==> config.mk <==
export PLATFORM = sky130hd
export DESIGN_NAME = ini_key_entry_scanner_unit
export DESIGN_NICKNAME = d
export VERILOG_FILES = /design/src/rtl/ikes_pkg.sv /design/src/rtl/ikes_cfg_regs.sv /design/src/rtl/ikes_scan_core.sv /design/src/rtl/ini_key_entry_scanner_unit.sv
export VERILOG_INCLUDE_DIRS = /design/src /design/src/rtl
export SDC_FILE = /design/constraint.sdc
export NUM_CORES = 1
export LEC_CHECK = 0
export BUFFER_PORTS_ARGS = -buffer_cell sky130_fd_sc_hd__buf_2
export CORE_MARGIN = 2
export CORE_UTILIZATION = 60
export CTS_BUF_LIST = sky130_fd_sc_hd__clkbuf_8 sky130_fd_sc_hd__clkbuf_16
export CTS_CLUSTER_DIAMETER = 50
export CTS_CLUSTER_SIZE = 16
export DETAILED_ROUTE_END_ITERATION = 10
export PLACE_DENSITY = 0.79
export SETUP_SLACK_MARGIN = 0.3
export SKIP_LAST_GASP = 1
export SLEW_MARGIN = 20
export SYNTH_ARGS = -nofsm -noshare
export SYNTH_HDL_FRONTEND = slang
export SYNTH_HIERARCHICAL = 1
export SYNTH_SLANG_ARGS = --single-unit
==> constraint.sdc <==
create_clock -name i_clk -period 7 [get_ports i_clk]
set_input_delay 0.7 -clock i_clk [delete_from_list [all_inputs] [get_ports i_clk]]
set_output_delay 0.7 -clock i_clk [all_outputs]
set_load 0.01 [all_outputs]
==> src/rtl/ini_key_entry_scanner_unit_macros.svh <==
// Assertion macros used by the key scanner top level.
`ifndef INI_KEY_ENTRY_SCANNER_UNIT_MACROS_SVH
`define INI_KEY_ENTRY_SCANNER_UNIT_MACROS_SVH

// Same-cycle property, checked out of reset.
`define IKES_ASSERT(label, prop, msg) \
    label: assert property (@(posedge i_clk) disable iff (!i_rst_n) (prop)) else $error(msg);

// Antecedent this cycle, consequent on the next clock.
`define IKES_ASSERT_NEXT(label, ante, cons, msg) \
    label: assert property (@(posedge i_clk) disable iff (!i_rst_n) (ante) |=> (cons)) \
        else $error(msg);

`endif

==> src/rtl/ikes_pkg.sv <==
// Shared types and constants for the key=value entry scanner.
package ikes_pkg;

    localparam int NAME_MAX    = 31;
    localparam int OFFSET_BITS = 32;
    localparam int NAME_BITS   = $clog2(NAME_MAX + 1);
    localparam int IDX_BITS    = $clog2(NAME_MAX);
    localparam int KEY_CHARS   = 31;
    localparam int KLEN_BITS   = 5;
    localparam int OUT_OFS     = 32;
    localparam int CFG_DATA    = 64;
    localparam int CFG_ADDR    = 6;
    localparam int CHARS_3_W   = 56;

    localparam logic [7:0] CH_NUL   = 8'h00;
    localparam logic [7:0] CH_CR    = 8'h0D;
    localparam logic [7:0] CH_LF    = 8'h0A;
    localparam logic [7:0] CH_EQ    = 8'h3D;
    localparam logic [7:0] CH_HASH  = 8'h23;
    localparam logic [7:0] CH_SPACE = 8'h20;
    localparam logic [7:0] CH_LC_A  = 8'h61;
    localparam logic [7:0] CH_LC_Z  = 8'h7A;
    localparam logic [7:0] CASE_GAP = 8'h20;

    typedef enum logic [2:0] {
        REG_KEY_LENGTH  = 3'd0,
        REG_KEY_CHARS_0 = 3'd1,
        REG_KEY_CHARS_1 = 3'd2,
        REG_KEY_CHARS_2 = 3'd3,
        REG_KEY_CHARS_3 = 3'd4
    } t_cfg_reg;

    typedef struct packed {
        logic [KLEN_BITS-1:0]      key_length;
        logic [KEY_CHARS-1:0][7:0] chars;
    } t_key_cfg;

    typedef struct packed {
        logic               found;
        logic [OUT_OFS-1:0] value_offset;
        logic [OUT_OFS-1:0] line_offset;
    } t_scan_res;

    function automatic logic [7:0] to_upper(input logic [7:0] c);
        logic [7:0] r;
        r = c;
        if (c >= CH_LC_A && c <= CH_LC_Z) begin
            r = c - CASE_GAP;
        end
        return r;
    endfunction

endpackage

==> src/rtl/ikes_cfg_regs.sv <==
// APB register file holding the key length and key characters.
module ikes_cfg_regs (
    input  logic                          i_clk,
    input  logic                          i_rst_n,
    input  logic                          psel,
    input  logic                          penable,
    input  logic                          pwrite,
    input  logic [ikes_pkg::CFG_ADDR-1:0] paddr,
    input  logic [ikes_pkg::CFG_DATA-1:0] pwdata,
    output logic [ikes_pkg::CFG_DATA-1:0] prdata,
    output logic                          pready,
    output ikes_pkg::t_key_cfg            o_key
);
    import ikes_pkg::*;

    logic [KLEN_BITS-1:0] r_key_length;
    logic [CFG_DATA-1:0]  r_chars_0;
    logic [CFG_DATA-1:0]  r_chars_1;
    logic [CFG_DATA-1:0]  r_chars_2;
    logic [CHARS_3_W-1:0] r_chars_3;
    logic                 wr_en;
    t_cfg_reg             reg_sel;
    logic [KEY_CHARS*8-1:0] flat_chars;

    assign pready  = 1'b1;
    assign wr_en   = psel && penable && pwrite && pready;
    assign reg_sel = t_cfg_reg'(paddr[CFG_ADDR-1:3]);

    always_ff @(posedge i_clk) begin
        if (!i_rst_n) begin
            r_key_length <= KLEN_BITS'(1);
            r_chars_0    <= '0;
            r_chars_1    <= '0;
            r_chars_2    <= '0;
            r_chars_3    <= '0;
        end else if (wr_en) begin
            unique case (reg_sel)
                REG_KEY_LENGTH:  r_key_length <= pwdata[KLEN_BITS-1:0];
                REG_KEY_CHARS_0: r_chars_0    <= pwdata;
                REG_KEY_CHARS_1: r_chars_1    <= pwdata;
                REG_KEY_CHARS_2: r_chars_2    <= pwdata;
                REG_KEY_CHARS_3: r_chars_3    <= pwdata[CHARS_3_W-1:0];
                default: ;
            endcase
        end
    end

    always_comb begin
        prdata = '0;
        unique case (reg_sel)
            REG_KEY_LENGTH:  prdata = CFG_DATA'(r_key_length);
            REG_KEY_CHARS_0: prdata = r_chars_0;
            REG_KEY_CHARS_1: prdata = r_chars_1;
            REG_KEY_CHARS_2: prdata = r_chars_2;
            REG_KEY_CHARS_3: prdata = CFG_DATA'(r_chars_3);
            default:         prdata = '0;
        endcase
    end

    // char k sits at bits 8k upward across the four words
    assign flat_chars = {r_chars_3, r_chars_2, r_chars_1, r_chars_0};

    always_comb begin
        o_key.key_length = r_key_length;
        for (int k = 0; k < KEY_CHARS; k++) begin
            o_key.chars[k] = flat_chars[8*k +: 8];
        end
    end

endmodule

==> src/rtl/ikes_scan_core.sv <==
// Line scanner: name buffer, comment/match state, offsets and key compare.
module ikes_scan_core (
    input  logic                i_clk,
    input  logic                i_rst_n,
    input  logic                i_adv,
    input  logic [7:0]          i_byte,
    input  logic                i_restart,
    input  ikes_pkg::t_key_cfg  i_key,
    output ikes_pkg::t_scan_res o_res
);
    import ikes_pkg::*;

    logic [7:0]             r_name [NAME_MAX];
    logic [NAME_BITS-1:0]   r_name_count;
    logic                   r_in_comment;
    logic                   r_match_done;
    logic [OFFSET_BITS-1:0] r_byte_pos;
    logic [OFFSET_BITS-1:0] r_line_start;
    logic [OFFSET_BITS-1:0] r_value_start;

    logic [NAME_BITS-1:0]   n_name_count;
    logic                   n_in_comment;
    logic                   n_match_done;
    logic [OFFSET_BITS-1:0] n_byte_pos;
    logic [OFFSET_BITS-1:0] n_line_start;
    logic [OFFSET_BITS-1:0] n_value_start;

    // state as seen by this byte, after an optional restart
    logic [NAME_BITS-1:0]   cur_count;
    logic                   cur_comment;
    logic                   cur_match;
    logic [OFFSET_BITS-1:0] cur_pos;
    logic [OFFSET_BITS-1:0] cur_line;
    logic [OFFSET_BITS-1:0] cur_value;

    logic [OFFSET_BITS-1:0] next_pos;
    logic                   is_end;
    logic                   key_hit;
    logic                   name_wr;

    assign cur_count   = i_restart ? '0 : r_name_count;
    assign cur_comment = i_restart ? 1'b0 : r_in_comment;
    assign cur_match   = i_restart ? 1'b0 : r_match_done;
    assign cur_pos     = i_restart ? '0 : r_byte_pos;
    assign cur_line    = i_restart ? '0 : r_line_start;
    assign cur_value   = i_restart ? '0 : r_value_start;

    assign next_pos = cur_pos + OFFSET_BITS'(1);
    assign is_end   = (i_byte == CH_NUL) || (i_byte == CH_CR) || (i_byte == CH_LF);

    // prefix compare; entries at or above the key length are masked off
    always_comb begin
        key_hit = ({1'b0, cur_count} >= (NAME_BITS+1)'(i_key.key_length));
        for (int k = 0; k < NAME_MAX; k++) begin
            if (KLEN_BITS'(k) < i_key.key_length && r_name[k] != i_key.chars[k]) begin
                key_hit = 1'b0;
            end
        end
    end

    always_comb begin
        n_name_count  = cur_count;
        n_in_comment  = cur_comment;
        n_match_done  = cur_match;
        n_byte_pos    = cur_pos;
        n_line_start  = cur_line;
        n_value_start = cur_value;
        name_wr       = 1'b0;
        if (!cur_match) begin
            if (cur_comment) begin
                if (is_end) begin
                    n_in_comment = 1'b0;
                    n_line_start = next_pos;
                end
            end else if (is_end) begin
                n_name_count = '0;
                n_line_start = next_pos;
            end else if (i_byte == CH_EQ) begin
                if (cur_count != '0 && key_hit) begin
                    n_match_done  = 1'b1;
                    n_value_start = next_pos;
                end
            end else if (i_byte == CH_HASH) begin
                if (cur_count == '0) begin
                    n_in_comment = 1'b1;
                end
            end else if (i_byte != CH_SPACE) begin
                if (cur_count < NAME_BITS'(NAME_MAX)) begin
                    name_wr      = 1'b1;
                    n_name_count = cur_count + NAME_BITS'(1);
                end
            end
            if (!n_match_done) begin
                n_byte_pos = next_pos;
            end
        end
    end

    always_ff @(posedge i_clk) begin
        if (!i_rst_n) begin
            r_name_count  <= '0;
            r_in_comment  <= 1'b0;
            r_match_done  <= 1'b0;
            r_byte_pos    <= '0;
            r_line_start  <= '0;
            r_value_start <= '0;
        end else if (i_adv) begin
            r_name_count  <= n_name_count;
            r_in_comment  <= n_in_comment;
            r_match_done  <= n_match_done;
            r_byte_pos    <= n_byte_pos;
            r_line_start  <= n_line_start;
            r_value_start <= n_value_start;
        end
    end

    always_ff @(posedge i_clk) begin
        if (i_adv && name_wr) begin
            r_name[cur_count[IDX_BITS-1:0]] <= to_upper(i_byte);
        end
    end

    assign o_res.found        = n_match_done;
    assign o_res.value_offset = n_match_done ? OUT_OFS'(n_value_start) : '0;
    assign o_res.line_offset  = n_match_done ? OUT_OFS'(n_line_start) : '0;

endmodule

==> src/rtl/ini_key_entry_scanner_unit.sv <==
// Top level of the key=value entry scanner: stream handshake and result register.
//
// Takes one text byte per clock and returns one result per byte via the input, then the
// result register. A new byte can be taken every cycle while results are taken. While a
// result waits at the output, one more byte is held in the input register and the input
// then stalls. The name buffer, key compare and offsets update as each byte advances.
// Set the key over the APB port (key_length at 0x00, key characters at 0x08..0x20,
// 64-bit data) only while the stream is idle; the block does not enforce this. restart
// in tuser clears the search and the offset before its byte.
module ini_key_entry_scanner_unit (
    input  logic                          i_clk,
    input  logic                          i_rst_n,
    input  logic                          psel,
    input  logic                          penable,
    input  logic                          pwrite,
    input  logic [ikes_pkg::CFG_ADDR-1:0] paddr,
    input  logic [ikes_pkg::CFG_DATA-1:0] pwdata,
    output logic [ikes_pkg::CFG_DATA-1:0] prdata,
    output logic                          pready,
    input  logic                          i_s_tvalid,
    output logic                          o_s_tready,
    input  logic [7:0]                    i_s_tdata,  // [7:0] text_byte
    input  logic                          i_s_tuser,  // [0] restart
    output logic                          o_m_tvalid,
    input  logic                          i_m_tready,
    output logic [63:0]                   o_m_tdata,  // [31:0] value_offset, [63:32] line_offset
    output logic                          o_m_tuser   // [0] found
);
    import ikes_pkg::*;
    `include "ini_key_entry_scanner_unit_macros.svh"

    t_key_cfg  key_cfg;
    t_scan_res scan_res;
    t_scan_res r_out;
    logic      r_out_valid;
    logic      r_in_valid;
    logic [7:0] r_in_byte;
    logic      r_in_restart;
    logic      advance;

    ikes_cfg_regs u_cfg (
        .i_clk   (i_clk),
        .i_rst_n (i_rst_n),
        .psel    (psel),
        .penable (penable),
        .pwrite  (pwrite),
        .paddr   (paddr),
        .pwdata  (pwdata),
        .prdata  (prdata),
        .pready  (pready),
        .o_key   (key_cfg)
    );

    ikes_scan_core u_core (
        .i_clk     (i_clk),
        .i_rst_n   (i_rst_n),
        .i_adv     (advance),
        .i_byte    (r_in_byte),
        .i_restart (r_in_restart),
        .i_key     (key_cfg),
        .o_res     (scan_res)
    );

    // byte moves on when the result register is empty or being emptied
    assign advance    = r_in_valid && (!r_out_valid || i_m_tready);
    assign o_s_tready = !r_in_valid || advance;

    always_ff @(posedge i_clk) begin
        if (!i_rst_n) begin
            r_in_valid  <= 1'b0;
            r_out_valid <= 1'b0;
        end else begin
            if (o_s_tready) begin
                r_in_valid <= i_s_tvalid;
            end
            if (advance) begin
                r_out_valid <= 1'b1;
            end else if (i_m_tready) begin
                r_out_valid <= 1'b0;
            end
        end
    end

    always_ff @(posedge i_clk) begin
        if (o_s_tready && i_s_tvalid) begin
            r_in_byte    <= i_s_tdata;
            r_in_restart <= i_s_tuser;
        end
        if (advance) begin
            r_out <= scan_res;
        end
    end

    assign o_m_tvalid = r_out_valid;
    assign o_m_tuser  = r_out.found;
    assign o_m_tdata  = {r_out.line_offset, r_out.value_offset};

    `IKES_ASSERT_NEXT(a_held_byte_kept, r_in_valid && !advance, r_in_valid, "held byte dropped")
    `IKES_ASSERT(a_ready_when_empty, !r_out_valid |-> o_s_tready, "stalled with empty output")
    `IKES_ASSERT(a_offsets_zero, o_m_tvalid && !o_m_tuser |-> o_m_tdata == '0, "offsets without match")

endmodule
==> impl_metrics.yaml <==
finish:
  most-common-layout-cells: "nand2_1, dfxtp_1, edfxtp_1, mux2i_1, buf_2"
  final_layout_size_suffix_gt1_frac: 0.132
  diodes: 0
  final_common_cell: "nand2_1"
  nNetsFinal: 2924
  synthToLayoutAreaGrowth_pct: 10.8
pwr:
  combinationalPowerShare: 0.049
  p_switching_uw: 1800
  switching_share: 0.231
  ir_drop_v: 0.000186
  intPower_uw: 5980
  powerDensity_mw_per_mm2: 233
  seq_power_share: 0.544
  power.clock.fraction: 0.408
  leakagePower_uw: 0.0121
drt:
  num_vias: 22500
  wl_per_cell_um: 23.7
  drc_errors: 0
  ant_nets: 0
  routed_wl_mm: 84.1
  vias_per_cell: 6.34
  drtIter0Drc: 3052
  firstDrtPassIters: 6
global_routing:
  grt_overflow: 0
  antenna_found_initial: 1
  grt_max_degree: 158
  grt_pass1_vias: 22200
  grt_use_total: 0.314
  grt_first_pass_wirelength_mm: 128
synth:
  muxShareOfSynthArea: 0.106
  synth_fp_nets: 2789
  ys_seq_area_frac: 0.558
  syn_inst: 2693
  synth.distinct_cells: 80
  synth_edf_count: 322
  synth-seq-cells: 680
  synthFlopType: "dfxtp_1"
  yosys_warnings: 6
  synth_area_mm2: 0.0301
  synth-compound-area-share: 0.0884
  async_flop_share: 0
  yosys.area_share.adder: 0.00415
  synth-simple-area-share: 0.126
  synth_top_family_by_area: "simple AND/OR/NAND/NOR gates"
  synth_xor_area_frac: 0.0805
  syn_area_per_cell_um2: 11.2
timing:
  tightest_slew_ns: 1.14
  rsz0062_at_grt: "no"
  timing.final.crit_period_ns: 5.00
  relSlewSlack: 0.241
  totalNegativeSetupSlack_ns: 0
  worst_clock_skew_ns: 0.0303
  finalSetupViolCount: 0
  worst_hold_slack_ns: 0.239
  fmax_mhz: 200
  post-route-period-util: 0.714
  hold_viol: 0
  drv_slew: 0
cts:
  clk-insertion-delay-late_ns: 0.64
  cts_sinks: 680
  htreeDepth: 2
  cts_tree: "yes"
  cts_setup_buffers: 0
  ctsHoldBuffers: 0
  cts_buffer_depth: 3
  root_buffer: "clkbuf_16"
  ctsResizeCount: 0
  clk_pin_slew_ns: 0.08
  numCtsBuffers: 56
min_path:
  hold_depth: 1
  holdCritPathClass: "in -> reg"
setup_path:
  r2r_cells: 11
  path_delay_family: "simple AND/OR/NAND/NOR gates"
  path_cells: "inv_2, nand2_1, ha_1, nand2b_1, a211oi_1, o21ai_0, and4_1, nand4_1, or2_1, nor2b_2, a22o_1"
  max_stage_delay_ns: 0.93
  path_class: "reg -> reg"
  critPathSlowestCell: "nor2b_2"
  path_depth: 11
  cp.arrival_ns: 5.56
  cp.buffers_inverters: 1
  crit_required_ns: 7.57
  cp-end-kind: "flop"
  path_max_fanout: 48
  start_kind: "flop"
placed_design:
  gp_congestion: 0.883
  io_buffers: 213
  dpl.hpwl_mm: 53.5
floorplanning:
  rows: 82
  core_mm2: 0.0499
  die_area_mm2: 0.0521
  start_util: 0.605
  ios: 218
  die_x_um: 228
  die_h_um: 228
job:
  cap_violations: 0
outcome:
  status: "completed"
flip-flops by register name (all words and copies together) (netlist names), 5 cells and up:
| name | flops |
|---|---|
| u_core/r_name | 248 |
| u_core/r_line_start | 32 |
| u_core/r_value_start | 32 |
| o_m_tdata | 64 |
| u_cfg/r_key_length | 5 |
| u_core/r_byte_pos | 32 |
| u_cfg/r_chars_1 | 64 |
| u_cfg/r_chars_0 | 64 |
| u_cfg/r_chars_2 | 64 |
| u_core/r_name_count | 5 |
| r_in_byte | 8 |
| u_cfg/r_chars_3 | 56 |
power by group through the flow:
stage	Sequential [µW]	Clock [µW]	Combinational (µW)
4_1_cts	4230	3190	366
2_1_floorplan	4330	0	203
3_3_place_gp	4320	0	356
5_1_grt	4230	3350	397
6_report	4230	3170	378
3_5_place_dp	4320	0	364
cell usage after synthesis (all sizes together), types with 6 or more instances:
cell type,n,area share
or3,9,0.0019
ha,10,0.0042
nand2b,10,0.0021
a21oi,54,0.0090
nor4,46,0.010
a21o,6,0.0015
and4,6,0.0017
nor3,25,0.0043
xor2,142,0.041
nand3,31,0.0051
a31oi,16,0.0033
dfxtp,358,0.24
a221o,9,0.0030
nand3b,6,0.0019
mux2,14,0.0052
nand2,383,0.048
o22ai,59,0.012
and2,8,0.0017
nor2,169,0.022
edfxtp,322,0.32
a22o,39,0.011
buf,77,0.020
a22oi,97,0.024
xnor2,135,0.039
o21ai,53,0.0088
or2,6,0.0012
clkbuf,95,0.012
nand4,43,0.0089
and3,35,0.0073
nor2b,24,0.0052
mux2i,305,0.10
inv,34,0.0042
stage by stage:
stage,std cells,util,power (µW),area [µm²],setup WS [ns]
CTS,3545,0.668,7780,33300,2.17
detailed placement,3439,0.631,4680,31500,2.24
global route,3548,0.670,7980,33400,1.85
global placement,3439,0.631,4670,31500,2.42
finish,3548,0.670,7780,33400,2.00
floorplan,2693,-,4530,30100,1.50
cells by family after synthesis:
group | Yosys count
xor+xnor | 277
other cells | 1
flops | 680
simple gates | 815
buf+inv | 206
mux | 319
fa+ha+maj | 10
compound gates | 385
layer usage:
metal  global-route usage  part of all wire  vias to the layer above
met1                0.436              0.40                    10900
li1                     -                 -                     9954
met5                    0           0.00015                        -
met2                0.494              0.46                     1401
met4                0.110             0.034                        2
met3               0.0586              0.11                      209
worst register-to-register path, delay by kind of cell (launching register included):
family,cells,cell delay (ns)
flip-flops,1,0.57
adder cells (fa/ha/maj),1,0.36
AO/OA/AOI/OAI,3,0.68
buffers and inverters,1,0.69
AND/OR/NAND/NOR,6,2.63
worst paths after layout:
path                                    startpoint                                     to  slack, ns
max                         r_in_restart$_DFFE_PP_      u_core/r_byte_pos[8]$_SDFFE_PN0P_       2.00
max reg2reg                 r_in_restart$_DFFE_PP_      u_core/r_byte_pos[8]$_SDFFE_PN0P_       2.00
min                                   i_s_tdata[2]                 r_in_byte[2]$_DFFE_PP_       0.24
min reg2reg  u_core/r_value_start[10]$_SDFFE_PN0P_  u_core/r_value_start[10]$_SDFFE_PN0P_       0.48
layout make-up:
type | instances | area, µm²
sequential | 680 | 16800
fill | 3659 | 16500
multi-input combinational | 1807 | 12300
clock buffer | 64 | 1560
timing repair buffer | 249 | 1410
tap | 672 | 841
clock inverter | 42 | 297
inverter | 34 | 128
Power figures use the tool's default switching activity.
